--- src/sv/segrect_pkg.sv ---
`timescale 1ns / 1ps
// shared types and constants for the segment against rectangle collision pipeline
// no dependencies

package segrect_pkg;

   localparam int COORD_BITS_DEFAULT = 16;

   // rectangle edges, in the order left, top, right, bottom
   localparam int EDGE_LEFT   = 0;
   localparam int EDGE_TOP    = 1;
   localparam int EDGE_RIGHT  = 2;
   localparam int EDGE_BOTTOM = 3;
   localparam int NUM_EDGES   = 4;

   // rectangle corners
   localparam int CORNER_LT   = 0;
   localparam int CORNER_LB   = 1;
   localparam int CORNER_RT   = 2;
   localparam int CORNER_RB   = 3;
   localparam int NUM_CORNERS = 4;

   // results of the compare-only tests, carried down the pipe
   typedef struct packed {
      logic                 in_rect;
      logic [NUM_EDGES-1:0] edge_straddle;
   } segrect_flags_type;

   // sign of the segment cross product at each corner
   typedef struct packed {
      logic [NUM_CORNERS-1:0] pos;
      logic [NUM_CORNERS-1:0] neg;
   } segrect_sides_type;

endpackage

--- src/sv/segrect_diff_stage.sv ---
`timescale 1ns / 1ps
// first stage: coordinate differences, endpoint-inside test and edge-side straddle tests
// depends on segrect_pkg

module segrect_diff_stage #(
   parameter int COORD_BITS = segrect_pkg::COORD_BITS_DEFAULT
) (
   input  logic                           clock,
   input  logic                           reset,
   input  logic                           in_valid,
   output logic                           in_ready,
   input  logic signed [COORD_BITS-1:0]   seg_start_x,
   input  logic signed [COORD_BITS-1:0]   seg_start_y,
   input  logic signed [COORD_BITS-1:0]   seg_end_x,
   input  logic signed [COORD_BITS-1:0]   seg_end_y,
   input  logic signed [COORD_BITS-1:0]   rect_left,
   input  logic signed [COORD_BITS-1:0]   rect_top,
   input  logic signed [COORD_BITS-1:0]   rect_right,
   input  logic signed [COORD_BITS-1:0]   rect_bottom,
   output logic                           out_valid,
   input  logic                           out_ready,
   output logic signed [COORD_BITS:0]     left_dx,
   output logic signed [COORD_BITS:0]     right_dx,
   output logic signed [COORD_BITS:0]     top_dy,
   output logic signed [COORD_BITS:0]     bottom_dy,
   output logic signed [COORD_BITS:0]     seg_dx,
   output logic signed [COORD_BITS:0]     seg_dy,
   output segrect_pkg::segrect_flags_type flags
);
   import segrect_pkg::*;

   logic                          valid_ff;
   logic signed [COORD_BITS:0]    left_dx_in, right_dx_in, top_dy_in, bottom_dy_in;
   logic signed [COORD_BITS:0]    seg_dx_in, seg_dy_in;
   logic signed [COORD_BITS:0]    left_dx_ff, right_dx_ff, top_dy_ff, bottom_dy_ff;
   logic signed [COORD_BITS:0]    seg_dx_ff, seg_dy_ff;
   segrect_flags_type             flags_in, flags_ff;
   logic                          start_inside, end_inside;

   // differences taken one bit wider so they are exact
   assign left_dx_in   = $signed({rect_left[COORD_BITS-1], rect_left})
                       - $signed({seg_start_x[COORD_BITS-1], seg_start_x});
   assign right_dx_in  = $signed({rect_right[COORD_BITS-1], rect_right})
                       - $signed({seg_start_x[COORD_BITS-1], seg_start_x});
   assign top_dy_in    = $signed({rect_top[COORD_BITS-1], rect_top})
                       - $signed({seg_start_y[COORD_BITS-1], seg_start_y});
   assign bottom_dy_in = $signed({rect_bottom[COORD_BITS-1], rect_bottom})
                       - $signed({seg_start_y[COORD_BITS-1], seg_start_y});
   assign seg_dx_in    = $signed({seg_end_x[COORD_BITS-1], seg_end_x})
                       - $signed({seg_start_x[COORD_BITS-1], seg_start_x});
   assign seg_dy_in    = $signed({seg_end_y[COORD_BITS-1], seg_end_y})
                       - $signed({seg_start_y[COORD_BITS-1], seg_start_y});

   assign start_inside = (seg_start_x >= rect_left) && (seg_start_x <= rect_right) &&
                         (seg_start_y >= rect_top)  && (seg_start_y <= rect_bottom);
   assign end_inside   = (seg_end_x >= rect_left) && (seg_end_x <= rect_right) &&
                         (seg_end_y >= rect_top)  && (seg_end_y <= rect_bottom);

   always_comb begin
      flags_in.in_rect = start_inside || end_inside;
      // endpoints strictly on opposite sides of each edge line, edge of nonzero length
      flags_in.edge_straddle[EDGE_LEFT] = (rect_top != rect_bottom) &&
         (((seg_start_x < rect_left) && (seg_end_x > rect_left)) ||
          ((seg_start_x > rect_left) && (seg_end_x < rect_left)));
      flags_in.edge_straddle[EDGE_RIGHT] = (rect_top != rect_bottom) &&
         (((seg_start_x < rect_right) && (seg_end_x > rect_right)) ||
          ((seg_start_x > rect_right) && (seg_end_x < rect_right)));
      flags_in.edge_straddle[EDGE_TOP] = (rect_left != rect_right) &&
         (((seg_start_y < rect_top) && (seg_end_y > rect_top)) ||
          ((seg_start_y > rect_top) && (seg_end_y < rect_top)));
      flags_in.edge_straddle[EDGE_BOTTOM] = (rect_left != rect_right) &&
         (((seg_start_y < rect_bottom) && (seg_end_y > rect_bottom)) ||
          ((seg_start_y > rect_bottom) && (seg_end_y < rect_bottom)));
   end

   assign in_ready = !valid_ff || out_ready;

   always_ff @(posedge clock) begin
      if (reset) begin
         valid_ff <= 1'b0;
      end else if (in_ready) begin
         valid_ff <= in_valid;
      end
   end

   always_ff @(posedge clock) begin
      if (in_ready && in_valid) begin
         left_dx_ff   <= left_dx_in;
         right_dx_ff  <= right_dx_in;
         top_dy_ff    <= top_dy_in;
         bottom_dy_ff <= bottom_dy_in;
         seg_dx_ff    <= seg_dx_in;
         seg_dy_ff    <= seg_dy_in;
         flags_ff     <= flags_in;
      end
   end

   assign out_valid = valid_ff;
   assign left_dx   = left_dx_ff;
   assign right_dx  = right_dx_ff;
   assign top_dy    = top_dy_ff;
   assign bottom_dy = bottom_dy_ff;
   assign seg_dx    = seg_dx_ff;
   assign seg_dy    = seg_dy_ff;
   assign flags     = flags_ff;

endmodule

--- src/sv/segrect_mul_stage.sv ---
`timescale 1ns / 1ps
// second stage: the four partial products of the corner cross products
// depends on segrect_pkg

module segrect_mul_stage #(
   parameter int COORD_BITS = segrect_pkg::COORD_BITS_DEFAULT,
   localparam int PROD_BITS = 2 * COORD_BITS + 2
) (
   input  logic                           clock,
   input  logic                           reset,
   input  logic                           in_valid,
   output logic                           in_ready,
   input  logic signed [COORD_BITS:0]     left_dx,
   input  logic signed [COORD_BITS:0]     right_dx,
   input  logic signed [COORD_BITS:0]     top_dy,
   input  logic signed [COORD_BITS:0]     bottom_dy,
   input  logic signed [COORD_BITS:0]     seg_dx,
   input  logic signed [COORD_BITS:0]     seg_dy,
   input  segrect_pkg::segrect_flags_type in_flags,
   output logic                           out_valid,
   input  logic                           out_ready,
   output logic signed [PROD_BITS-1:0]    left_prod,
   output logic signed [PROD_BITS-1:0]    right_prod,
   output logic signed [PROD_BITS-1:0]    top_prod,
   output logic signed [PROD_BITS-1:0]    bottom_prod,
   output segrect_pkg::segrect_flags_type out_flags
);
   import segrect_pkg::*;

   logic                        valid_ff;
   logic signed [PROD_BITS-1:0] left_prod_in, right_prod_in, top_prod_in, bottom_prod_in;
   logic signed [PROD_BITS-1:0] left_prod_ff, right_prod_ff, top_prod_ff, bottom_prod_ff;
   segrect_flags_type           flags_ff;

   assign left_prod_in   = left_dx * seg_dy;
   assign right_prod_in  = right_dx * seg_dy;
   assign top_prod_in    = top_dy * seg_dx;
   assign bottom_prod_in = bottom_dy * seg_dx;

   assign in_ready = !valid_ff || out_ready;

   always_ff @(posedge clock) begin
      if (reset) begin
         valid_ff <= 1'b0;
      end else if (in_ready) begin
         valid_ff <= in_valid;
      end
   end

   always_ff @(posedge clock) begin
      if (in_ready && in_valid) begin
         left_prod_ff   <= left_prod_in;
         right_prod_ff  <= right_prod_in;
         top_prod_ff    <= top_prod_in;
         bottom_prod_ff <= bottom_prod_in;
         flags_ff       <= in_flags;
      end
   end

   assign out_valid   = valid_ff;
   assign left_prod   = left_prod_ff;
   assign right_prod  = right_prod_ff;
   assign top_prod    = top_prod_ff;
   assign bottom_prod = bottom_prod_ff;
   assign out_flags   = flags_ff;

endmodule

--- src/sv/segrect_side_stage.sv ---
`timescale 1ns / 1ps
// third stage: cross product at each corner and its strict sign
// depends on segrect_pkg

module segrect_side_stage #(
   parameter int COORD_BITS = segrect_pkg::COORD_BITS_DEFAULT,
   localparam int PROD_BITS = 2 * COORD_BITS + 2
) (
   input  logic                           clock,
   input  logic                           reset,
   input  logic                           in_valid,
   output logic                           in_ready,
   input  logic signed [PROD_BITS-1:0]    left_prod,
   input  logic signed [PROD_BITS-1:0]    right_prod,
   input  logic signed [PROD_BITS-1:0]    top_prod,
   input  logic signed [PROD_BITS-1:0]    bottom_prod,
   input  segrect_pkg::segrect_flags_type in_flags,
   output logic                           out_valid,
   input  logic                           out_ready,
   output segrect_pkg::segrect_sides_type sides,
   output segrect_pkg::segrect_flags_type out_flags
);
   import segrect_pkg::*;

   logic                      valid_ff;
   logic signed [PROD_BITS:0] cross_val [NUM_CORNERS];
   segrect_sides_type         sides_in, sides_ff;
   segrect_flags_type         flags_ff;

   // corner minus segment start, crossed with the segment direction
   assign cross_val[CORNER_LT] = $signed({left_prod[PROD_BITS-1], left_prod})
                               - $signed({top_prod[PROD_BITS-1], top_prod});
   assign cross_val[CORNER_LB] = $signed({left_prod[PROD_BITS-1], left_prod})
                               - $signed({bottom_prod[PROD_BITS-1], bottom_prod});
   assign cross_val[CORNER_RT] = $signed({right_prod[PROD_BITS-1], right_prod})
                               - $signed({top_prod[PROD_BITS-1], top_prod});
   assign cross_val[CORNER_RB] = $signed({right_prod[PROD_BITS-1], right_prod})
                               - $signed({bottom_prod[PROD_BITS-1], bottom_prod});

   always_comb begin
      for (int i = 0; i < NUM_CORNERS; i++) begin
         sides_in.neg[i] = cross_val[i][PROD_BITS];
         sides_in.pos[i] = !cross_val[i][PROD_BITS] && (cross_val[i] != '0);
      end
   end

   assign in_ready = !valid_ff || out_ready;

   always_ff @(posedge clock) begin
      if (reset) begin
         valid_ff <= 1'b0;
      end else if (in_ready) begin
         valid_ff <= in_valid;
      end
   end

   always_ff @(posedge clock) begin
      if (in_ready && in_valid) begin
         sides_ff <= sides_in;
         flags_ff <= in_flags;
      end
   end

   assign out_valid = valid_ff;
   assign sides     = sides_ff;
   assign out_flags = flags_ff;

endmodule

--- src/sv/segment_rect_intersect_unit.sv ---
`timescale 1ns / 1ps
// segment against axis-aligned rectangle collision test, four register stages
// an accepted req beat passes the diff, mul, side and output registers before rsp_valid
// rate: one beat per cycle unless rsp_ready stalls the four-stage pipeline; bubbles collapse
// reset: synchronous, clears the stage valid bits only; no warm-up after reset
// depends on segrect_pkg, segrect_diff_stage, segrect_mul_stage, segrect_side_stage

module segment_rect_intersect_unit #(
   parameter int COORD_BITS = segrect_pkg::COORD_BITS_DEFAULT
) (
   input  logic                         clock,
   input  logic                         reset,
   input  logic                         req_valid,
   output logic                         req_ready,
   input  logic signed [COORD_BITS-1:0] req_seg_start_x,
   input  logic signed [COORD_BITS-1:0] req_seg_start_y,
   input  logic signed [COORD_BITS-1:0] req_seg_end_x,
   input  logic signed [COORD_BITS-1:0] req_seg_end_y,
   input  logic signed [COORD_BITS-1:0] req_rect_left,
   input  logic signed [COORD_BITS-1:0] req_rect_top,
   input  logic signed [COORD_BITS-1:0] req_rect_right,
   input  logic signed [COORD_BITS-1:0] req_rect_bottom,
   output logic                         rsp_valid,
   input  logic                         rsp_ready,
   output logic                         rsp_hit
);
   import segrect_pkg::*;

   localparam int PROD_BITS = 2 * COORD_BITS + 2;

   logic                        s1_valid, s2_valid, s3_valid;
   logic                        s2_ready, s3_ready, out_ready;
   logic signed [COORD_BITS:0]  left_dx, right_dx, top_dy, bottom_dy, seg_dx, seg_dy;
   logic signed [PROD_BITS-1:0] left_prod, right_prod, top_prod, bottom_prod;
   segrect_flags_type           s1_flags, s2_flags, s3_flags;
   segrect_sides_type           s3_sides;
   logic [NUM_EDGES-1:0]        edge_cross;
   logic                        rsp_valid_ff, rsp_valid_in;
   logic                        hit_ff, hit_in;

   segrect_diff_stage #(.COORD_BITS(COORD_BITS)) u_diff (
      .clock       (clock),
      .reset       (reset),
      .in_valid    (req_valid),
      .in_ready    (req_ready),
      .seg_start_x (req_seg_start_x),
      .seg_start_y (req_seg_start_y),
      .seg_end_x   (req_seg_end_x),
      .seg_end_y   (req_seg_end_y),
      .rect_left   (req_rect_left),
      .rect_top    (req_rect_top),
      .rect_right  (req_rect_right),
      .rect_bottom (req_rect_bottom),
      .out_valid   (s1_valid),
      .out_ready   (s2_ready),
      .left_dx     (left_dx),
      .right_dx    (right_dx),
      .top_dy      (top_dy),
      .bottom_dy   (bottom_dy),
      .seg_dx      (seg_dx),
      .seg_dy      (seg_dy),
      .flags       (s1_flags)
   );

   segrect_mul_stage #(.COORD_BITS(COORD_BITS)) u_mul (
      .clock       (clock),
      .reset       (reset),
      .in_valid    (s1_valid),
      .in_ready    (s2_ready),
      .left_dx     (left_dx),
      .right_dx    (right_dx),
      .top_dy      (top_dy),
      .bottom_dy   (bottom_dy),
      .seg_dx      (seg_dx),
      .seg_dy      (seg_dy),
      .in_flags    (s1_flags),
      .out_valid   (s2_valid),
      .out_ready   (s3_ready),
      .left_prod   (left_prod),
      .right_prod  (right_prod),
      .top_prod    (top_prod),
      .bottom_prod (bottom_prod),
      .out_flags   (s2_flags)
   );

   segrect_side_stage #(.COORD_BITS(COORD_BITS)) u_side (
      .clock       (clock),
      .reset       (reset),
      .in_valid    (s2_valid),
      .in_ready    (s3_ready),
      .left_prod   (left_prod),
      .right_prod  (right_prod),
      .top_prod    (top_prod),
      .bottom_prod (bottom_prod),
      .in_flags    (s2_flags),
      .out_valid   (s3_valid),
      .out_ready   (out_ready),
      .sides       (s3_sides),
      .out_flags   (s3_flags)
   );

   // edge corners strictly on opposite sides of the segment line
   function automatic logic opposite(input segrect_sides_type s, input int a, input int b);
      return (s.pos[a] && s.neg[b]) || (s.neg[a] && s.pos[b]);
   endfunction

   always_comb begin
      edge_cross[EDGE_LEFT]   = s3_flags.edge_straddle[EDGE_LEFT] &&
                                opposite(s3_sides, CORNER_LT, CORNER_LB);
      edge_cross[EDGE_TOP]    = s3_flags.edge_straddle[EDGE_TOP] &&
                                opposite(s3_sides, CORNER_LT, CORNER_RT);
      edge_cross[EDGE_RIGHT]  = s3_flags.edge_straddle[EDGE_RIGHT] &&
                                opposite(s3_sides, CORNER_RT, CORNER_RB);
      edge_cross[EDGE_BOTTOM] = s3_flags.edge_straddle[EDGE_BOTTOM] &&
                                opposite(s3_sides, CORNER_RB, CORNER_LB);
   end

   assign hit_in       = s3_flags.in_rect || (|edge_cross);
   assign out_ready    = !rsp_valid_ff || rsp_ready;
   assign rsp_valid_in = s3_valid;

   // output register
   always_ff @(posedge clock) begin
      if (reset) begin
         rsp_valid_ff <= 1'b0;
      end else if (out_ready) begin
         rsp_valid_ff <= rsp_valid_in;
      end
   end

   always_ff @(posedge clock) begin
      if (out_ready && s3_valid) begin
         hit_ff <= hit_in;
      end
   end

   assign rsp_valid = rsp_valid_ff;
   assign rsp_hit   = hit_ff;

endmodule

--- config.mk ---
export PLATFORM = sky130hd
export DESIGN_NAME = segment_rect_intersect_unit
export DESIGN_NICKNAME = d
export VERILOG_FILES = /design/src/sv/segrect_pkg.sv /design/src/sv/segrect_diff_stage.sv /design/src/sv/segrect_mul_stage.sv /design/src/sv/segrect_side_stage.sv /design/src/sv/segment_rect_intersect_unit.sv
export SDC_FILE = /design/constraint.sdc
export NUM_CORES = 2
export LEC_CHECK = 0
export BUFFER_PORTS_ARGS = -buffer_cell sky130_fd_sc_hd__buf_2
export CORE_ASPECT_RATIO = 1.2
export CORE_UTILIZATION = 55
export DETAILED_ROUTE_END_ITERATION = 10
export PLACE_DENSITY = 0.71
export SKIP_CTS_REPAIR_TIMING = 1
export SLEW_MARGIN = 15
export SYNTH_ARGS = -nofsm -noshare
export SYNTH_HDL_FRONTEND = slang
export SYNTH_SLANG_ARGS = --single-unit
--- constraint.sdc ---
create_clock -name clock -period 21.9 [get_ports clock]
set_input_delay 1.095 -clock clock [delete_from_list [all_inputs] [get_ports clock]]
set_output_delay 1.095 -clock clock [all_outputs]
set_load 0.005 [all_outputs]
==> results_dict.tcl <==
set metrics [dict create \
    drtIter0Drc 3614 \
    drive_above_1_share_pct 3.95 \
    numCtsBuffers 38 \
    synthCells 7204 \
    ys.warnings.count 0 \
    synth_area_mm2 0.0662 \
    finalSetupViolations 0 \
    place_congestion 0.964 \
    dr_wl_met3_mm 10.8 \
    htreeDepth 2 \
    slew_headroom_pct 22.9 \
    synth-edff-count 262 \
    hpwl_mm 153 \
    multi_input_area_mm2 0.0519 \
    synth_seq_cells 266 \
    crit_type "reg2reg" \
    clk_pin_slew_ps 70 \
    synth_nets 9170 \
    via_per_inst 5.82 \
    worstPathMaxFanout 28 \
    initial_core_util_pct 55.4 \
    cpMostUsedCell "fa_1" \
    drc 0 \
    synth_cell_types 99 \
    yosys-top-cells-area "fa_1 36%, ha_1 12%, edfxtp_1 12%, inv_1 8.4%, and2_1 5.7%" \
    slew_viol_final 0 \
    fin_skew_ps 36.8 \
    worst_r2r_path_depth 19 \
    antenna_found_initial 6 \
    required_ps 22290 \
    num_vias 51100 \
    final_common_cell "inv_1" \
    numClockSinks 266 \
    rows 139 \
    hp-class "reg2reg" \
    endpoint_kind "flop" \
    regArea_mm2 0.00795 \
    fin_tns_setup_ps 0 \
    start_kind "flop" \
    drt-total-wl_mm 190 \
    grt_pass1_vias 54800 \
    finalWorstSetupSlack_ps 14400 \
    maxCapViolCount 0 \
    dr.pass1.iters 6 \
    nFillCells 10500 \
    place_ws_ps 14480 \
    max-clock-path-buffers 3 \
    whs_path_depth 0 \
    ys.flop_type "edfxtp_1" \
    cts-root-buf "clkbuf_16" \
    synth_top_area_share_pct 36.1 \
    grt_pass1_wl_mm 301 \
    worstPathArrival_ps 7890 \
    ys_seq_area_share_pct 12.0 \
    routedWlPerCell_um 21.6 \
    async_flop_share_pct 0 \
    fin_crit_ps 7500 \
    status "completed" \
    worst_pin_slew_ps 1150 \
    die_x_um 319 \
    final_antenna_net_count 0 \
    cts_tree "built" \
    synth_top_area_cell "fa_1" \
    area_delta_synth_final_pct 5.22 \
    portBuffers 134 \
    die_area_mm2 0.122 \
    grt_max_degree 69 \
    syn_area_per_cell_um2 9.19 \
    final_hold_viol_count 0 \
    core-area_mm2 0.119 \
    grt.overflow.total 0 \
    clock_latency_ps 600 \
    cp_cell_sequence "clkinv_1, nor2_1, fa_1, fa_1, fa_1, fa_1, fa_1, inv_1, fa_1, inv_1, ha_1, a21oi_1, nor2b_1, or4_1, a211oi_1, nor3_1, o221ai_1, or4b_1, o311ai_0" \
    fin_crit_sh_pct 34.3 \
    die_h_um 382 \
    wl_met2_mm 93.6 \
    num-nets-final 9172 \
    track_usage_pct 32.1 \
    critPathMaxStageDelay_ps 980 \
    rsz0062_at_grt "false" \
    ios 135 \
    highest_layer "met5" \
    fmax_mhz 133 \
    wl_met1_mm 72.1 \
    crit_slowest_cell "clkinv_1" \
    final_cell_mix "1477 x inv_1, 1194 x fa_1, 692 x nand2_1" \
]
-- per-stage QoR --
step                cells  hold WS [ps]  utilization [%]  instance area, um2
floorplan            7204           400                -               66200
finish               8788           446             58.3               69700
CTS                  8786           442             58.3               69600
global placement     8717           403             57.2               68300
detailed placement   8717           419             57.2               68300
global route         8786           447             58.3               69600
-- layer usage --
metal	GRT usage, %	up-vias
li1	-	23000
met1	38.1	25800
met2	56.4	1797
met3	3.52	529
met4	18.8	2
met5	0	-
-- final cells by class --
class	instances	area share, %
clock buffers	41	1.38
flip-flops and latches	266	11.4
multi-input cells	5244	74.5
clock inverters	28	0.530
repair buffers	177	1.43
diodes	2	0.00719
inverters	1479	7.97
well taps	1551	2.79
-- worst max-delay path, delay by kind of cell (launching register included) --
kind | cells | cell delay (ps)
flip-flops | 1 | 560
AND/OR/NAND/NOR | 5 | 1500
AO/OA/AOI/OAI | 4 | 1000
adder cells (fa/ha/maj) | 7 | 3150
buffers and inverters | 3 | 1070
-- kinds of logic (layout without fill, tap and decap cells) --
group	Yosys count	after routing	synth area share, %
adder cells (fa/ha/maj)	1834	1834	48.2
XOR/XNOR	255	255	3.37
AO/OA/AOI/OAI	963	963	9.77
flip-flops	266	266	12.0
AND/OR/NAND/NOR	2168	2168	16.6
other	0	2	0
multiplexers	24	24	0.369
buffers and inverters	1694	1725	9.65
-- registers in the layout, summed over array words and instances, names as in the netlist, 17 cells and up --
register and count:
u_diff.seg_dx 17, u_diff.top_dy 17, u_mul.left_prod 34, u_diff.bottom_dy 17, u_diff.left_dx 17, u_mul.bottom_prod 34
u_diff.right_dx 17, u_mul.top_prod 34, u_mul.right_prod 34, u_diff.seg_dy 17
-- worst paths after layout --
kind	from	to	slack (ps)
worst max register to register	u_diff.seg_dy[16]	u_mul.right_prod[30]	14400
worst max-delay path	u_diff.seg_dy[16]	u_mul.right_prod[30]	14400
worst min-delay path	u_mul.out_flags[1]	u_side.out_flags[1]	450
worst min register to register	u_mul.out_flags[1]	u_side.out_flags[1]	450
-- synth_stat cells (13+ instances only) --
library cell     n
o2111ai_1       18
o21ai_0        143
nand2b_1        80
fa_1          1194
a2111oi_0       20
clkbuf_1       206
a211oi_1        33
ha_1           640
a21boi_1        18
or4_1           13
a311oi_1        17
a31oi_1         35
o22ai_1         13
xnor2_1        213
and3_1          42
nand4_1         58
a21o_1         100
nor2b_1         65
o211ai_1        28
or2_2           15
a211o_1         17
nor4_1          23
a21oi_1        245
nor2_1         300
or3_1           33
nor3b_1         14
mux2i_1         21
o21a_1          58
and2_1         599
nor3_1         108
inv_1         1477
xor2_1          42
o21ai_1         32
nand3_1         76
o31ai_1         23
o21bai_1        28
nand2_1        692
edfxtp_1       262
Power is not shown: default switching activity piles up to over one toggle a cycle in this logic, so the estimate is an artifact.
